[src/rtl/selective_repeat_window_control_top_assert.svh]
// Assertion macros for the selective repeat window control block.
// Used by selective_repeat_window_control_top; relies on clk and rst_n there.
`ifndef SELECTIVE_REPEAT_WINDOW_CONTROL_TOP_ASSERT_SVH
`define SELECTIVE_REPEAT_WINDOW_CONTROL_TOP_ASSERT_SVH

// Checks that expr holds in the same cycle as cond.
`define SRWC_ASSERT_NOW(label, cond, expr, msg) \
    label: assert property (@(posedge clk) disable iff (!rst_n) (cond) |-> (expr)) \
        else $error(msg);

// Checks that expr holds in the cycle after cond.
`define SRWC_ASSERT_NEXT(label, cond, expr, msg) \
    label: assert property (@(posedge clk) disable iff (!rst_n) (cond) |=> (expr)) \
        else $error(msg);

`endif

[src/rtl/srwc_pkg.sv]
// Shared constants and types of the selective repeat window control block.
// No dependencies; imported by selective_repeat_window_control_top.
`default_nettype none

package srwc_pkg;

    localparam int SEQ_BITS    = 4;
    localparam int SLOT_BITS   = SEQ_BITS - 1;
    localparam int WIN         = 2 ** SLOT_BITS;
    localparam int CNT_BITS    = SEQ_BITS;
    localparam int ACTION_BITS = 3;
    localparam int MODE_BITS   = 3;
    localparam int KIND_BITS   = 2;

    localparam logic [SEQ_BITS-1:0] SEQ_MAX = {SEQ_BITS{1'b1}};

    typedef enum logic [ACTION_BITS-1:0] {
        ACT_NONE    = 3'd0,
        ACT_DATA    = 3'd1,
        ACT_ACK     = 3'd2,
        ACT_NAK     = 3'd3,
        ACT_RESTART = 3'd4,
        ACT_STORE   = 3'd5,
        ACT_DELIVER = 3'd6,
        ACT_RELEASE = 3'd7
    } action_t;

    typedef enum logic [MODE_BITS-1:0] {
        MODE_PACKET   = 3'd0,
        MODE_PHYSICAL = 3'd1,
        MODE_FRAME    = 3'd2,
        MODE_DATA_TO  = 3'd3,
        MODE_ACK_TO   = 3'd4
    } mode_t;

    localparam logic [KIND_BITS-1:0] KIND_DATA = 2'd0;
    localparam logic [KIND_BITS-1:0] KIND_NAK  = 2'd2;

    typedef struct packed {
        action_t                action;
        logic [SEQ_BITS-1:0]    seq;
        logic [SEQ_BITS-1:0]    ack_value;
        logic [SLOT_BITS-1:0]   slot;
    } res_t;

    // True when b lies in [a, c) modulo the sequence space.
    function automatic logic in_window(input logic [SEQ_BITS-1:0] a,
                                       input logic [SEQ_BITS-1:0] b,
                                       input logic [SEQ_BITS-1:0] c);
        return ((a <= b) && (b < c)) || ((c < a) && (b < c)) || ((c < a) && (a <= b));
    endfunction

endpackage

`default_nettype wire

[src/rtl/selective_repeat_window_control_top.sv]
// Selective repeat window control: sequencer, window state and output stage.
// Depends on srwc_pkg and selective_repeat_window_control_top_assert.svh.
//
// Usage:
// The input stream carries one link event per transaction: s_axis_tuser holds
// the event mode, the frame good flag and the frame kind, s_axis_tdata holds
// the frame sequence number, the piggybacked ack and the timed-out sequence.
// Each event produces a run of command transactions on the output stream;
// m_axis_tuser holds the action and m_axis_tlast marks the last command of
// the run. An event that yields no command gives one status transaction.
// Commands are produced at most one per cycle, while the output can take
// them, by a small sequencer that steps through the window edges with one
// shared incrementer and one window comparator. s_axis_tready stays low from
// acceptance until the last command of the run has been placed in the output
// register, so the next event is taken only after the current one is done.
// Reset empties the send window, places the receive window at sequence zero,
// clears the received-slot bitmap and the outstanding count, allows a NAK and
// marks the link as not ready. When the receiver stalls, the output register
// holds its transaction and the sequencer waits with one further command
// buffered internally.
`default_nettype none
`include "selective_repeat_window_control_top_assert.svh"

module selective_repeat_window_control_top (
    input  wire logic                              clk,
    input  wire logic                              rst_n,
    input  wire logic                              s_axis_tvalid,
    output logic                                   s_axis_tready,
    // frame_seq [3:0], rx_ack [7:4], timeout_seq [11:8], zero fill [15:12]
    input  wire logic [15:0]                       s_axis_tdata,
    // mode [2:0], frame_good [3], frame_kind [5:4]
    input  wire logic [5:0]                        s_axis_tuser,
    output logic                                   m_axis_tvalid,
    input  wire logic                              m_axis_tready,
    // seq [3:0], ack_value [7:4], slot [10:8], network_enable [11], zero fill [15:12]
    output logic [15:0]                            m_axis_tdata,
    // action [2:0]
    output logic [srwc_pkg::ACTION_BITS-1:0]       m_axis_tuser,
    output logic                                   m_axis_tlast
);

    import srwc_pkg::*;

    typedef enum logic [2:0] {
        ST_IDLE,
        ST_DISPATCH,
        ST_STORE,
        ST_DELIVER,
        ST_RESEND,
        ST_RELEASE,
        ST_FINISH
    } state_t;

    state_t                 state_reg, state_next;
    logic [MODE_BITS-1:0]   mode_reg, mode_next;
    logic                   good_reg, good_next;
    logic [KIND_BITS-1:0]   kind_reg, kind_next;
    logic [SEQ_BITS-1:0]    fseq_reg, fseq_next;
    logic [SEQ_BITS-1:0]    fack_reg, fack_next;
    logic [SEQ_BITS-1:0]    tseq_reg, tseq_next;
    logic                   en_reg, en_next;
    logic                   moved_reg, moved_next;

    logic [SEQ_BITS-1:0]    send_lower_reg, send_lower_next;
    logic [SEQ_BITS-1:0]    send_next_reg, send_next_next;
    logic [SEQ_BITS-1:0]    recv_lower_reg, recv_lower_next;
    logic [SEQ_BITS-1:0]    recv_upper_reg, recv_upper_next;
    logic [CNT_BITS-1:0]    outstanding_reg, outstanding_next;
    logic [WIN-1:0]         arrived_reg, arrived_next;
    logic                   nak_allowed_reg, nak_allowed_next;
    logic                   link_ready_reg, link_ready_next;

    logic                   pend_valid_reg, pend_valid_next;
    res_t                   pend_reg, pend_next;
    logic                   out_valid_reg, out_valid_next;
    res_t                   out_reg, out_next;
    logic                   out_en_reg, out_en_next;
    logic                   out_last_reg, out_last_next;

    logic                   out_free;
    logic                   emit_ok;
    logic                   emit_req;
    res_t                   emit_res;
    logic [SEQ_BITS-1:0]    ack_now;
    logic [SEQ_BITS-1:0]    win_a, win_b, win_c;
    logic                   win_hit;
    logic [SEQ_BITS-1:0]    inc_in, inc_out;
    logic                   send_room;

    logic [MODE_BITS-1:0]   in_mode;
    logic                   in_good;
    logic [KIND_BITS-1:0]   in_kind;
    logic [SEQ_BITS-1:0]    in_fseq, in_fack;
    logic [SEQ_BITS:0]      rel_count;
    logic [CNT_BITS-1:0]    out_final;
    logic                   link_final;

    assign in_mode = s_axis_tuser[2:0];
    assign in_good = s_axis_tuser[3];
    assign in_kind = s_axis_tuser[5:4];
    assign in_fseq = s_axis_tdata[3:0];
    assign in_fack = s_axis_tdata[7:4];

    assign out_free  = !out_valid_reg || m_axis_tready;
    assign emit_ok   = !pend_valid_reg || out_free;
    assign ack_now   = recv_lower_reg - SEQ_BITS'(1);
    assign send_room = (outstanding_reg < CNT_BITS'(WIN)) && link_ready_reg;
    assign inc_out   = inc_in + SEQ_BITS'(1);
    assign win_hit   = in_window(win_a, win_b, win_c);

    assign s_axis_tready = (state_reg == ST_IDLE);
    assign m_axis_tvalid = out_valid_reg;
    assign m_axis_tuser  = out_reg.action;
    assign m_axis_tlast  = out_last_reg;
    assign m_axis_tdata  = {4'b0, out_en_reg, out_reg.slot, out_reg.ack_value, out_reg.seq};

    always_comb
    begin
        win_a  = send_lower_reg;
        win_b  = fack_reg;
        win_c  = send_next_reg;
        inc_in = send_lower_reg;
        case (state_reg)
            ST_DISPATCH:
            begin
                inc_in = send_next_reg;
            end
            ST_STORE:
            begin
                win_a = recv_lower_reg;
                win_b = fseq_reg;
                win_c = recv_upper_reg;
            end
            ST_DELIVER:
            begin
                inc_in = recv_lower_reg;
            end
            ST_RESEND:
            begin
                inc_in = fack_reg;
                win_b  = inc_out;
            end
            default:
            begin
                inc_in = send_lower_reg;
            end
        endcase
    end

    // Network enable after the whole event, worked out when the event is accepted.
    always_comb
    begin
        rel_count  = '0;
        link_final = link_ready_reg;
        out_final  = outstanding_reg;
        if (in_window(send_lower_reg, in_fack, send_next_reg))
        begin
            rel_count = {1'b0, in_fack - send_lower_reg} + (SEQ_BITS + 1)'(1);
        end
        case (in_mode)
            MODE_PACKET:
            begin
                if (send_room)
                begin
                    link_final = 1'b0;
                    out_final  = outstanding_reg + CNT_BITS'(1);
                end
            end
            MODE_PHYSICAL:
            begin
                link_final = 1'b1;
            end
            MODE_FRAME:
            begin
                if (!in_good)
                begin
                    if (nak_allowed_reg)
                    begin
                        link_final = 1'b0;
                    end
                end
                else
                begin
                    if (in_kind == KIND_DATA)
                    begin
                        if (in_fseq != recv_lower_reg && nak_allowed_reg)
                        begin
                            link_final = 1'b0;
                        end
                    end
                    else if (in_kind == KIND_NAK)
                    begin
                        if (in_window(send_lower_reg, in_fack + SEQ_BITS'(1), send_next_reg))
                        begin
                            link_final = 1'b0;
                        end
                    end
                    if ({1'b0, outstanding_reg} > rel_count)
                    begin
                        out_final = outstanding_reg - CNT_BITS'(rel_count);
                    end
                    else
                    begin
                        out_final = '0;
                    end
                end
            end
            MODE_DATA_TO, MODE_ACK_TO:
            begin
                link_final = 1'b0;
            end
            default:
            begin
                link_final = link_ready_reg;
            end
        endcase
    end

    always_comb
    begin
        state_next       = state_reg;
        mode_next        = mode_reg;
        good_next        = good_reg;
        kind_next        = kind_reg;
        fseq_next        = fseq_reg;
        fack_next        = fack_reg;
        tseq_next        = tseq_reg;
        en_next          = en_reg;
        moved_next       = moved_reg;
        send_lower_next  = send_lower_reg;
        send_next_next   = send_next_reg;
        recv_lower_next  = recv_lower_reg;
        recv_upper_next  = recv_upper_reg;
        outstanding_next = outstanding_reg;
        arrived_next     = arrived_reg;
        nak_allowed_next = nak_allowed_reg;
        link_ready_next  = link_ready_reg;
        pend_valid_next  = pend_valid_reg;
        pend_next        = pend_reg;
        out_valid_next   = out_valid_reg && !m_axis_tready;
        out_next         = out_reg;
        out_en_next      = out_en_reg;
        out_last_next    = out_last_reg;
        emit_req         = 1'b0;
        emit_res         = '{action: ACT_NONE, seq: '0, ack_value: '0, slot: '0};

        case (state_reg)
            ST_IDLE:
            begin
                if (s_axis_tvalid)
                begin
                    mode_next  = in_mode;
                    good_next  = in_good;
                    kind_next  = in_kind;
                    fseq_next  = in_fseq;
                    fack_next  = in_fack;
                    tseq_next  = s_axis_tdata[11:8];
                    en_next    = (out_final < CNT_BITS'(WIN)) && link_final;
                    moved_next = 1'b0;
                    state_next = ST_DISPATCH;
                end
            end
            ST_DISPATCH:
            begin
                case (mode_reg)
                    MODE_PACKET:
                    begin
                        if (send_room)
                        begin
                            emit_req = 1'b1;
                            emit_res = '{action: ACT_DATA, seq: send_next_reg,
                                         ack_value: ack_now,
                                         slot: send_next_reg[SLOT_BITS-1:0]};
                            if (emit_ok)
                            begin
                                outstanding_next = outstanding_reg + CNT_BITS'(1);
                                send_next_next   = inc_out;
                                link_ready_next  = 1'b0;
                                state_next       = ST_FINISH;
                            end
                        end
                        else
                        begin
                            state_next = ST_FINISH;
                        end
                    end
                    MODE_PHYSICAL:
                    begin
                        link_ready_next = 1'b1;
                        state_next      = ST_FINISH;
                    end
                    MODE_FRAME:
                    begin
                        if (!good_reg)
                        begin
                            if (nak_allowed_reg)
                            begin
                                emit_req = 1'b1;
                                emit_res = '{action: ACT_NAK, seq: '0, ack_value: ack_now,
                                             slot: '0};
                                if (emit_ok)
                                begin
                                    nak_allowed_next = 1'b0;
                                    link_ready_next  = 1'b0;
                                    state_next       = ST_FINISH;
                                end
                            end
                            else
                            begin
                                state_next = ST_FINISH;
                            end
                        end
                        else if (kind_reg == KIND_DATA)
                        begin
                            emit_req = 1'b1;
                            if (fseq_reg != recv_lower_reg && nak_allowed_reg)
                            begin
                                emit_res = '{action: ACT_NAK, seq: '0, ack_value: ack_now,
                                             slot: '0};
                                if (emit_ok)
                                begin
                                    nak_allowed_next = 1'b0;
                                    link_ready_next  = 1'b0;
                                end
                            end
                            else
                            begin
                                emit_res = '{action: ACT_RESTART, seq: '0, ack_value: '0,
                                             slot: '0};
                            end
                            if (emit_ok)
                            begin
                                state_next = ST_STORE;
                            end
                        end
                        else if (kind_reg == KIND_NAK)
                        begin
                            state_next = ST_RESEND;
                        end
                        else
                        begin
                            state_next = ST_RELEASE;
                        end
                    end
                    MODE_DATA_TO:
                    begin
                        emit_req = 1'b1;
                        emit_res = '{action: ACT_DATA, seq: tseq_reg, ack_value: ack_now,
                                     slot: tseq_reg[SLOT_BITS-1:0]};
                        if (emit_ok)
                        begin
                            link_ready_next = 1'b0;
                            state_next      = ST_FINISH;
                        end
                    end
                    MODE_ACK_TO:
                    begin
                        emit_req = 1'b1;
                        emit_res = '{action: ACT_ACK, seq: '0, ack_value: ack_now, slot: '0};
                        if (emit_ok)
                        begin
                            link_ready_next = 1'b0;
                            state_next      = ST_FINISH;
                        end
                    end
                    default:
                    begin
                        state_next = ST_FINISH;
                    end
                endcase
            end
            ST_STORE:
            begin
                if (win_hit && !arrived_reg[fseq_reg[SLOT_BITS-1:0]])
                begin
                    emit_req = 1'b1;
                    emit_res = '{action: ACT_STORE, seq: fseq_reg, ack_value: '0,
                                 slot: fseq_reg[SLOT_BITS-1:0]};
                    if (emit_ok)
                    begin
                        arrived_next[fseq_reg[SLOT_BITS-1:0]] = 1'b1;
                        state_next = ST_DELIVER;
                    end
                end
                else
                begin
                    state_next = ST_RELEASE;
                end
            end
            ST_DELIVER:
            begin
                if (arrived_reg[recv_lower_reg[SLOT_BITS-1:0]])
                begin
                    emit_req = 1'b1;
                    emit_res = '{action: ACT_DELIVER, seq: recv_lower_reg, ack_value: '0,
                                 slot: recv_lower_reg[SLOT_BITS-1:0]};
                    if (emit_ok)
                    begin
                        arrived_next[recv_lower_reg[SLOT_BITS-1:0]] = 1'b0;
                        nak_allowed_next = 1'b1;
                        recv_lower_next  = inc_out;
                        recv_upper_next  = recv_upper_reg + SEQ_BITS'(1);
                        moved_next       = 1'b1;
                    end
                end
                else if (moved_reg)
                begin
                    emit_req = 1'b1;
                    emit_res = '{action: ACT_RESTART, seq: '0, ack_value: '0, slot: '0};
                    if (emit_ok)
                    begin
                        state_next = ST_RELEASE;
                    end
                end
                else
                begin
                    state_next = ST_RELEASE;
                end
            end
            ST_RESEND:
            begin
                if (win_hit)
                begin
                    emit_req = 1'b1;
                    emit_res = '{action: ACT_DATA, seq: inc_out, ack_value: ack_now,
                                 slot: inc_out[SLOT_BITS-1:0]};
                    if (emit_ok)
                    begin
                        link_ready_next = 1'b0;
                        state_next      = ST_RELEASE;
                    end
                end
                else
                begin
                    state_next = ST_RELEASE;
                end
            end
            ST_RELEASE:
            begin
                if (win_hit)
                begin
                    emit_req = 1'b1;
                    emit_res = '{action: ACT_RELEASE, seq: send_lower_reg, ack_value: '0,
                                 slot: send_lower_reg[SLOT_BITS-1:0]};
                    if (emit_ok)
                    begin
                        if (outstanding_reg != '0)
                        begin
                            outstanding_next = outstanding_reg - CNT_BITS'(1);
                        end
                        send_lower_next = inc_out;
                    end
                end
                else
                begin
                    state_next = ST_FINISH;
                end
            end
            ST_FINISH:
            begin
                if (out_free)
                begin
                    out_valid_next  = 1'b1;
                    out_en_next     = en_reg;
                    out_last_next   = 1'b1;
                    pend_valid_next = 1'b0;
                    if (pend_valid_reg)
                    begin
                        out_next = pend_reg;
                    end
                    else
                    begin
                        out_next = '{action: ACT_NONE, seq: '0, ack_value: '0, slot: '0};
                    end
                    state_next = ST_IDLE;
                end
            end
            default:
            begin
                state_next = ST_IDLE;
            end
        endcase

        // A new command pushes the buffered one out; the last command waits
        // in the buffer until the run is known to be complete.
        if (emit_req && emit_ok)
        begin
            if (pend_valid_reg)
            begin
                out_valid_next = 1'b1;
                out_next       = pend_reg;
                out_en_next    = en_reg;
                out_last_next  = 1'b0;
            end
            pend_valid_next = 1'b1;
            pend_next       = emit_res;
        end
    end

    always_ff @(posedge clk or negedge rst_n)
    begin
        if (!rst_n)
        begin
            state_reg       <= ST_IDLE;
            mode_reg        <= '0;
            good_reg        <= 1'b0;
            kind_reg        <= '0;
            fseq_reg        <= '0;
            fack_reg        <= '0;
            tseq_reg        <= '0;
            en_reg          <= 1'b0;
            send_lower_reg  <= '0;
            send_next_reg   <= '0;
            recv_lower_reg  <= '0;
            recv_upper_reg  <= SEQ_BITS'(WIN);
            outstanding_reg <= '0;
            arrived_reg     <= '0;
            nak_allowed_reg <= 1'b1;
            link_ready_reg  <= 1'b0;
            moved_reg       <= 1'b0;
            pend_valid_reg  <= 1'b0;
            pend_reg        <= '0;
            out_valid_reg   <= 1'b0;
            out_reg         <= '0;
            out_en_reg      <= 1'b0;
            out_last_reg    <= 1'b0;
        end
        else
        begin
            state_reg       <= state_next;
            mode_reg        <= mode_next;
            good_reg        <= good_next;
            kind_reg        <= kind_next;
            fseq_reg        <= fseq_next;
            fack_reg        <= fack_next;
            tseq_reg        <= tseq_next;
            en_reg          <= en_next;
            send_lower_reg  <= send_lower_next;
            send_next_reg   <= send_next_next;
            recv_lower_reg  <= recv_lower_next;
            recv_upper_reg  <= recv_upper_next;
            outstanding_reg <= outstanding_next;
            arrived_reg     <= arrived_next;
            nak_allowed_reg <= nak_allowed_next;
            link_ready_reg  <= link_ready_next;
            moved_reg       <= moved_next;
            pend_valid_reg  <= pend_valid_next;
            pend_reg        <= pend_next;
            out_valid_reg   <= out_valid_next;
            out_reg         <= out_next;
            out_en_reg      <= out_en_next;
            out_last_reg    <= out_last_next;
        end
    end

    `SRWC_ASSERT_NOW(a_idle_no_pending, s_axis_tready, !pend_valid_reg,
        "A command is still buffered while a new transaction can be accepted.")
    `SRWC_ASSERT_NOW(a_outstanding_bound, 1'b1, outstanding_reg <= CNT_BITS'(WIN),
        "Outstanding count exceeds the window size.")
    `SRWC_ASSERT_NOW(a_recv_window_width, 1'b1,
        recv_upper_reg == recv_lower_reg + SEQ_BITS'(WIN),
        "Receive window edges are not one window apart.")
    `SRWC_ASSERT_NEXT(a_accept_starts_run, s_axis_tvalid && s_axis_tready,
        !s_axis_tready && !m_axis_tlast || !s_axis_tready,
        "Input accepted without the sequencer leaving idle.")

endmodule

`default_nettype wire

[config.mk]
export PLATFORM = sky130hd
export DESIGN_NAME = selective_repeat_window_control_top
export DESIGN_NICKNAME = d
export VERILOG_FILES = /design/src/rtl/srwc_pkg.sv /design/src/rtl/selective_repeat_window_control_top.sv
export VERILOG_INCLUDE_DIRS = /design/src /design/src/rtl
export SDC_FILE = /design/constraint.sdc
export NUM_CORES = 1
export LEC_CHECK = 0
export ABC_AREA = 1
export ABC_CLOCK_PERIOD_IN_PS = 10500
export BUFFER_PORTS_ARGS = -buffer_cell sky130_fd_sc_hd__buf_2
export CAP_MARGIN = 15
export CELL_PAD_IN_SITES_DETAIL_PLACEMENT = 0
export CELL_PAD_IN_SITES_GLOBAL_PLACEMENT = 1
export CORE_ASPECT_RATIO = 1.4
export CORE_MARGIN = 2
export CORE_UTILIZATION = 48
export CTS_BUF_LIST = sky130_fd_sc_hd__clkbuf_4 sky130_fd_sc_hd__clkbuf_8 sky130_fd_sc_hd__clkbuf_16
export CTS_CLUSTER_DIAMETER = 30
export DETAILED_ROUTE_END_ITERATION = 10
export PLACE_DENSITY = 0.95
export SLEW_MARGIN = 25
export SYNTH_ARGS = -nofsm -noshare
export SYNTH_HDL_FRONTEND = slang
export SYNTH_SLANG_ARGS = --single-unit
[constraint.sdc]
create_clock -name clk -period 10.5 [get_ports clk]
set_clock_uncertainty 0.05 [all_clocks]
set_input_delay 2.1 -clock clk [delete_from_list [all_inputs] [get_ports clk]]
set_output_delay 2.1 -clock clk [all_outputs]
set_load 0.05 [all_outputs]
== Word level (Yosys, flattened, before mapping) ==
Cells that the tools add are included.

* Reductions and logical operators: 57
* Equality and inequality tests: 44
* Magnitude comparators: 15
* Bitwise gates (word level): 3
* Add/subtract/negate cells: 9
* Multiplexer cells: 118

{| class="wikitable"
|+ Operator list
! kind !! number
|-
| 2-to-1 mux 14 bit || 12
|-
| case mux 14 bit (5 select lines) || 1
|-
| case mux 14 bit (4 select lines) || 1
|-
| 2-to-1 mux 1 bit || 52
|-
| 2-to-1 mux 3 bit || 15
|-
| 2-to-1 mux 4 bit || 11
|-
| 2-to-1 mux 8 bit || 4
|-
| inequality test 2 bit, second input constant || 14
|-
| 2-to-1 mux 12 bit || 2
|-
| case mux 4 bit (2 select lines) || 3
|-
| case mux 3 bit (7 select lines) || 1
|-
| AND reduction 7 bit || 3
|-
| less-than comparator 4 bit || 5
|-
| == test 3 x 2 -> 1 bit, second input constant || 6
|-
| logical AND 1 bit || 18
|-
| adder 4 x 1 -> 4 bit, second input constant || 4
|-
| case mux 8 bit (2 select lines) || 1
|-
| == test 3 bit, second input constant || 5
|-
| inequality test 3 bit, second input constant || 5
|-
| nonzero test 2 bit || 7
|-
| 2-to-1 mux 13 bit || 1
|-
| <= comparator 4 bit || 3
|-
| inequality test 4 bit, second input constant || 3
|-
| case mux 1 bit (4 select lines) || 3
|-
| 34 further kinds || 66
|}

* Register bits after elaboration: 85
* Word-level logic and storage cells: 275
* Output and inout bits: 22
* Input port bits: 26

== Logic depth before layout (Yosys ltp) ==
* Depth after elaboration: 14
* Gate-level depth with buffers: 31
* Depth with buffers taken out: 28

== Worst setup path after synthesis ==
No wires, ideal clock.

* Path kind: input port to flip-flop
* From: input port s_axis_tdata[4]
* To: register en_reg
* Required time: 10.331 ns
* Stages on the path: 22
* Buffers on the path: 0
* Slack: 5.926 ns
* Arrival: 4.405 ns
* Cells stage by stage: inv_1 ha_1 inv_1 fa_1 nand2_1 inv_1 nor3_1 nor2_1 o21ai_0 nand2_1 nand2_1 nor2_1 nand2_1 ha_1 a21oi_1 o21ai_0 nand2_1 nand3_1 o31ai_1 nand2_1 nand4_1 nand2_1

* Word-level cells in the longest chain between the ends: 11
* Elaborated cells on any way between the ends: 30
* Those cells by class: 4 x add/sub; 6 x order compare; 9 x mux; 11 x reduce/logical

{| class="wikitable"
|+ Ends and longest elaborated chain
! item !! RTL line !! source
|-
| start: declaration || selective_repeat_window_control_top.sv:30 || <nowiki>input wire logic [15:0] s_axis_tdata,</nowiki>
|-
| branches (longest 10 deep; another with adder 4 x 1 -> 5 bit) || - ||
|-
| logical AND 1 bit * || selective_repeat_window_control_top.sv:258 || <nowiki>en_next = (out_final < CNT_BITS'(WIN)) && link_final;</nowiki>
|-
| end signal: assignment || selective_repeat_window_control_top.sv:537 || <nowiki>en_reg <= en_next;</nowiki>
|-
| end: declaration || selective_repeat_window_control_top.sv:61 || <nowiki>logic en_reg, en_next;</nowiki>
|}

Mark *: on every way between the ends.
A chain may end at the register's enable or synchronous reset.

== Worst setup path in the final report ==
* From: register state_reg[2]
* To: register out_valid_reg (netlist: m_axis_tvalid)

* Word-level cells in the longest chain between the ends: 13
* Elaborated cells on any way between the ends: 28
* Those cells by class: 1 x add/sub; 3 x order compare; 6 x eq/ne; 10 x mux; 8 x reduce/logical

{| class="wikitable"
|+ Ends and longest elaborated chain
! item !! RTL line !! source
|-
| start: declaration || selective_repeat_window_control_top.sv:54 || <nowiki>state_t state_reg, state_next;</nowiki>
|-
| start signal: assignment || selective_repeat_window_control_top.sv:530 || <nowiki>state_reg <= state_next;</nowiki>
|-
| == test 3 bit, or another cell as far along || selective_repeat_window_control_top.sv:123, selective_repeat_window_control_top.sv:247 ||
|-
| case mux 4 bit (3 select lines) || selective_repeat_window_control_top.sv:123 || <nowiki>case (state_reg)</nowiki>
|-
| adder 4 x 1 -> 4 bit || selective_repeat_window_control_top.sv:108 || <nowiki>assign inc_out = inc_in + SEQ_BITS'(1);</nowiki>
|-
| case mux 4 bit (2 select lines) || selective_repeat_window_control_top.sv:123 ||
|-
| <= comparator 4 bit or less-than comparator 4 bit (tied branches) || srwc_pkg.sv:50 || <nowiki>return ((a <= b) && (b < c)) || ((c < a) && (b < c)) || ((c < a) && (a <= b));</nowiki>
|-
| logical AND 1 bit || srwc_pkg.sv:50 ||
|-
| logical OR 1 bit (2 in a row) || srwc_pkg.sv:50 ||
|-
| logical AND 1 bit || selective_repeat_window_control_top.sv:374 || <nowiki>if (win_hit && !arrived_reg[fseq_reg[SLOT_BITS-1:0]])</nowiki>
|-
| 2-to-1 mux 1 bit || selective_repeat_window_control_top.sv:374 ||
|-
| case mux 1 bit (4 select lines) || selective_repeat_window_control_top.sv:247 || <nowiki>case (state_reg)</nowiki>
|-
| logical AND 1 bit || selective_repeat_window_control_top.sv:486 || <nowiki>if (emit_req && emit_ok)</nowiki>
|-
| 2-to-1 mux 1 bit * || selective_repeat_window_control_top.sv:486 ||
|-
| named net out_valid_next || selective_repeat_window_control_top.sv:75 || <nowiki>logic out_valid_reg, out_valid_next;</nowiki>
|-
| end signal: assignment || selective_repeat_window_control_top.sv:549 || <nowiki>out_valid_reg <= out_valid_next;</nowiki>
|-
| end: declaration || selective_repeat_window_control_top.sv:75 ||
|}

Mark *: on every way through the listed nets, which the timed path passes. The rest lies on a longest branch.

==> out/summary.txt <==
CTS Hold Bufs - 0
fin nets - 1015
Reg2Reg Capture Point - m_axis_tvalid
Synth cell types - 50
total track usage - 24.8%
synth warn - 0
IO Pins - 48
synthesis-stage register bit count - 82
Clock Pin Slew Worst Setup and Hold Paths - 0.07 ns
TritonCTS buffer count - 9
vias in the first global route - 5805
register area share after synthesis - 32.3%
Initial Utilization - 49.4%
Max Cap Viol - 0
post-CTS sizing - 0
setup bufs post-CTS - 0
status - finished clean
CTS sink cnt - 82
via count - 6059
Final Max Tran Viols - 0
GRT overflow - 0
Post-synth ARST share - 100%
Core Rows - 49
crit share post-route - 49.2%
final critical-path required period - 5.16 ns
WP data arrival - 5.32 ns
FF-to-FF path depth - 27
synthesized area per cell - 6.81 um2
area grow syn2layout - 7.88%
die footprint - 14200 um2
Via density - 5.47
Fill cells - 1321
Hold Path Cell Cnt - 2
critical path capture point type - flip-flop
pin count of the biggest net entering global routing - 51
overall routed net length - 16.9 mm
Cell Area, Placed - 6560 um2
die height - 140 um
FF-to-FF Start - state_reg[2]
setup TNS - 0 ns
Fin. Hold Viols - 0
worst hold path endpoint - pend_reg[3]
final core occ - 53.3%
core area - 12900 um2
Worst-Margin Slew - 0.856 ns
# port buffers - 39
Worst Setup Start Kind - flip-flop
drt pass-1 iters - 5
CTS tree - done
Setup Viol. Count Final - 0
Min-Delay Path Class - flip-flop to flip-flop
Netlist Area Pre-Place - 6360 um2
CP max FO - 29
relative slew slack - 42.5%
Post-DRT Antenna Nets - 0
Primary FF master, synth - dfrtp_1
Hold Crit Start - pend_reg[3]
FF-to-FF setup slack - 5.34 ns
# diodes - 0
RePlAce Congestion - 0.944
Root Buffer - clkbuf_16
first-pass GRT wire length - 28.1 mm
post-synthesis cell count - 934
routed len/inst - 15.2 um
DRC violations left - 0
worst skew pair latency - 0.35 ns
CTS max path bufs - 2
Setup CP Type - flip-flop to flip-flop
post-detail-place hpwl - 12.5 mm
final instance area - 6870 um2
RSZ-0062 raised after global routing - false
EDFF count, synth - 0
antenna violations before repair - 0
Die Width - 101 um
fmax - 194 MHz
share of cells above drive strength 1 - 9.33%
H-Tree Depth - 3
Data required, critical path - 10.66 ns
Iter 0 DRT Violations - 400
[cell usage after synthesis, types with 3 or more instances]
cell	instances	area, um2
nand4_1	10	62.6
nor3_1	16	80.1
a211oi_1	3	22.5
inv_1	106	398
o21ai_0	77	385
inv_2	4	15.0
a21oi_1	40	200
dfrtp_1	80	2000
buf_6	5	56.3
nand3_1	78	390
buf_4	7	52.6
clkinv_1	4	15.0
nor4_1	3	18.8
xor2_1	13	114
nand2_2	9	56.3
buf_2	7	35.0
clkbuf_1	21	78.8
o22ai_1	9	56.3
xnor2_1	10	87.6
a221oi_1	3	26.3
o211ai_1	9	67.6
nor2_1	66	248
nand2_1	277	1040
ha_1	39	488
[worst max path at each step]
stage	startpoint	end
floorplan	s_axis_tdata[4]	en_reg
global placement	m_axis_tready	arrived_reg[5]
finish	state_reg[2]	m_axis_tvalid
detailed placement	m_axis_tready	arrived_reg[3]
global route	state_reg[0]	pend_reg[12]
CTS	m_axis_tready	arrived_reg[5]
[metal layers]
| metal | part of all wire [%] | GRT usage (%) | wire length (um) | up-vias |
|---|---|---|---|---|
| met4 | 2.8 | 9.60 | 468 | 0 |
| met5 | 0 | 0 | 0 | - |
| li1 | - | - | - | 3068 |
| met1 | 41 | 30.6 | 6970 | 2776 |
| met2 | 50 | 43.1 | 8490 | 184 |
| met3 | 5.5 | 3.44 | 921 | 31 |
[area by class of cell]
type                            instances  area [um2]  area share (%)
Timing Repair Buffer                   42         220            3.21
Multi-Input combinational cell        699        3660            53.3
Tap cell                              153         191            2.79
Inverter                              115         433            6.30
Sequential cell                        82        2050            29.9
Clock inverter                          6        72.6            1.06
Clock buffer                           10         233            3.39
[placed cells by master (no fill, tap or decap), drive strengths merged, types with 9 or more instances in the layout]
cell type / n
a21oi: 40
buf: 42
clkbuf: 10
dfrtp: 80
ha: 39
inv: 113
nand2: 287
nand3: 82
nand4: 10
nor2: 70
nor3: 16
o211ai: 10
o21ai: 80
o22ai: 9
xnor2: 10
xor2: 13
[worst max-delay path, stage by stage, from the launching register on]
cell	delay, ns
dfrtp_1	0.52
clkinv_2	0.18
nand2_1	0.10
nor2_4	0.43
inv_2	0.13
nand3_2	0.14
nand2_1	0.08
nand2_2	0.15
inv_1	0.06
ha_1	0.20
xnor2_1	0.38
inv_1	0.07
nor2_1	0.16
inv_1	0.06
nand2_1	0.10
inv_1	0.05
ha_1	0.26
nand2_1	0.04
inv_1	0.06
o21ai_0	0.07
a32oi_1	0.19
a21oi_1	0.11
nand2_2	0.12
nand2_4	0.17
nand3_4	0.14
nand3_4	0.28
nand2_2	0.52
o21ai_0	0.14
[stage by stage]
step | std cells | setup WS (ns) | hold slack, ns
finish | 1107 | 5.34 | 0.418
global route | 1107 | 4.77 | 0.441
CTS | 1107 | 5.23 | 0.425
detailed placement | 1091 | 4.87 | 0.408
global placement | 1091 | 4.92 | 0.403
floorplan | 937 | 5.93 | 0.392
[kinds of logic (layout without fill, tap and decap cells)]
kind of cell | after synthesis | count (layout) | synth area share [%]
XOR/XNOR | 23 | 23 | 3.16
adder cells (fa/ha/maj) | 40 | 40 | 7.98
AO/OA/AOI/OAI | 160 | 160 | 14.3
flip-flops | 82 | 82 | 32.3
other | 1 | 4 | 0.0589
AND/OR/NAND/NOR | 472 | 472 | 31.8
buffers and inverters | 156 | 173 | 10.4
Power is not shown: default switching activity piles up to over one toggle a cycle in this logic, so the estimate is an artifact.
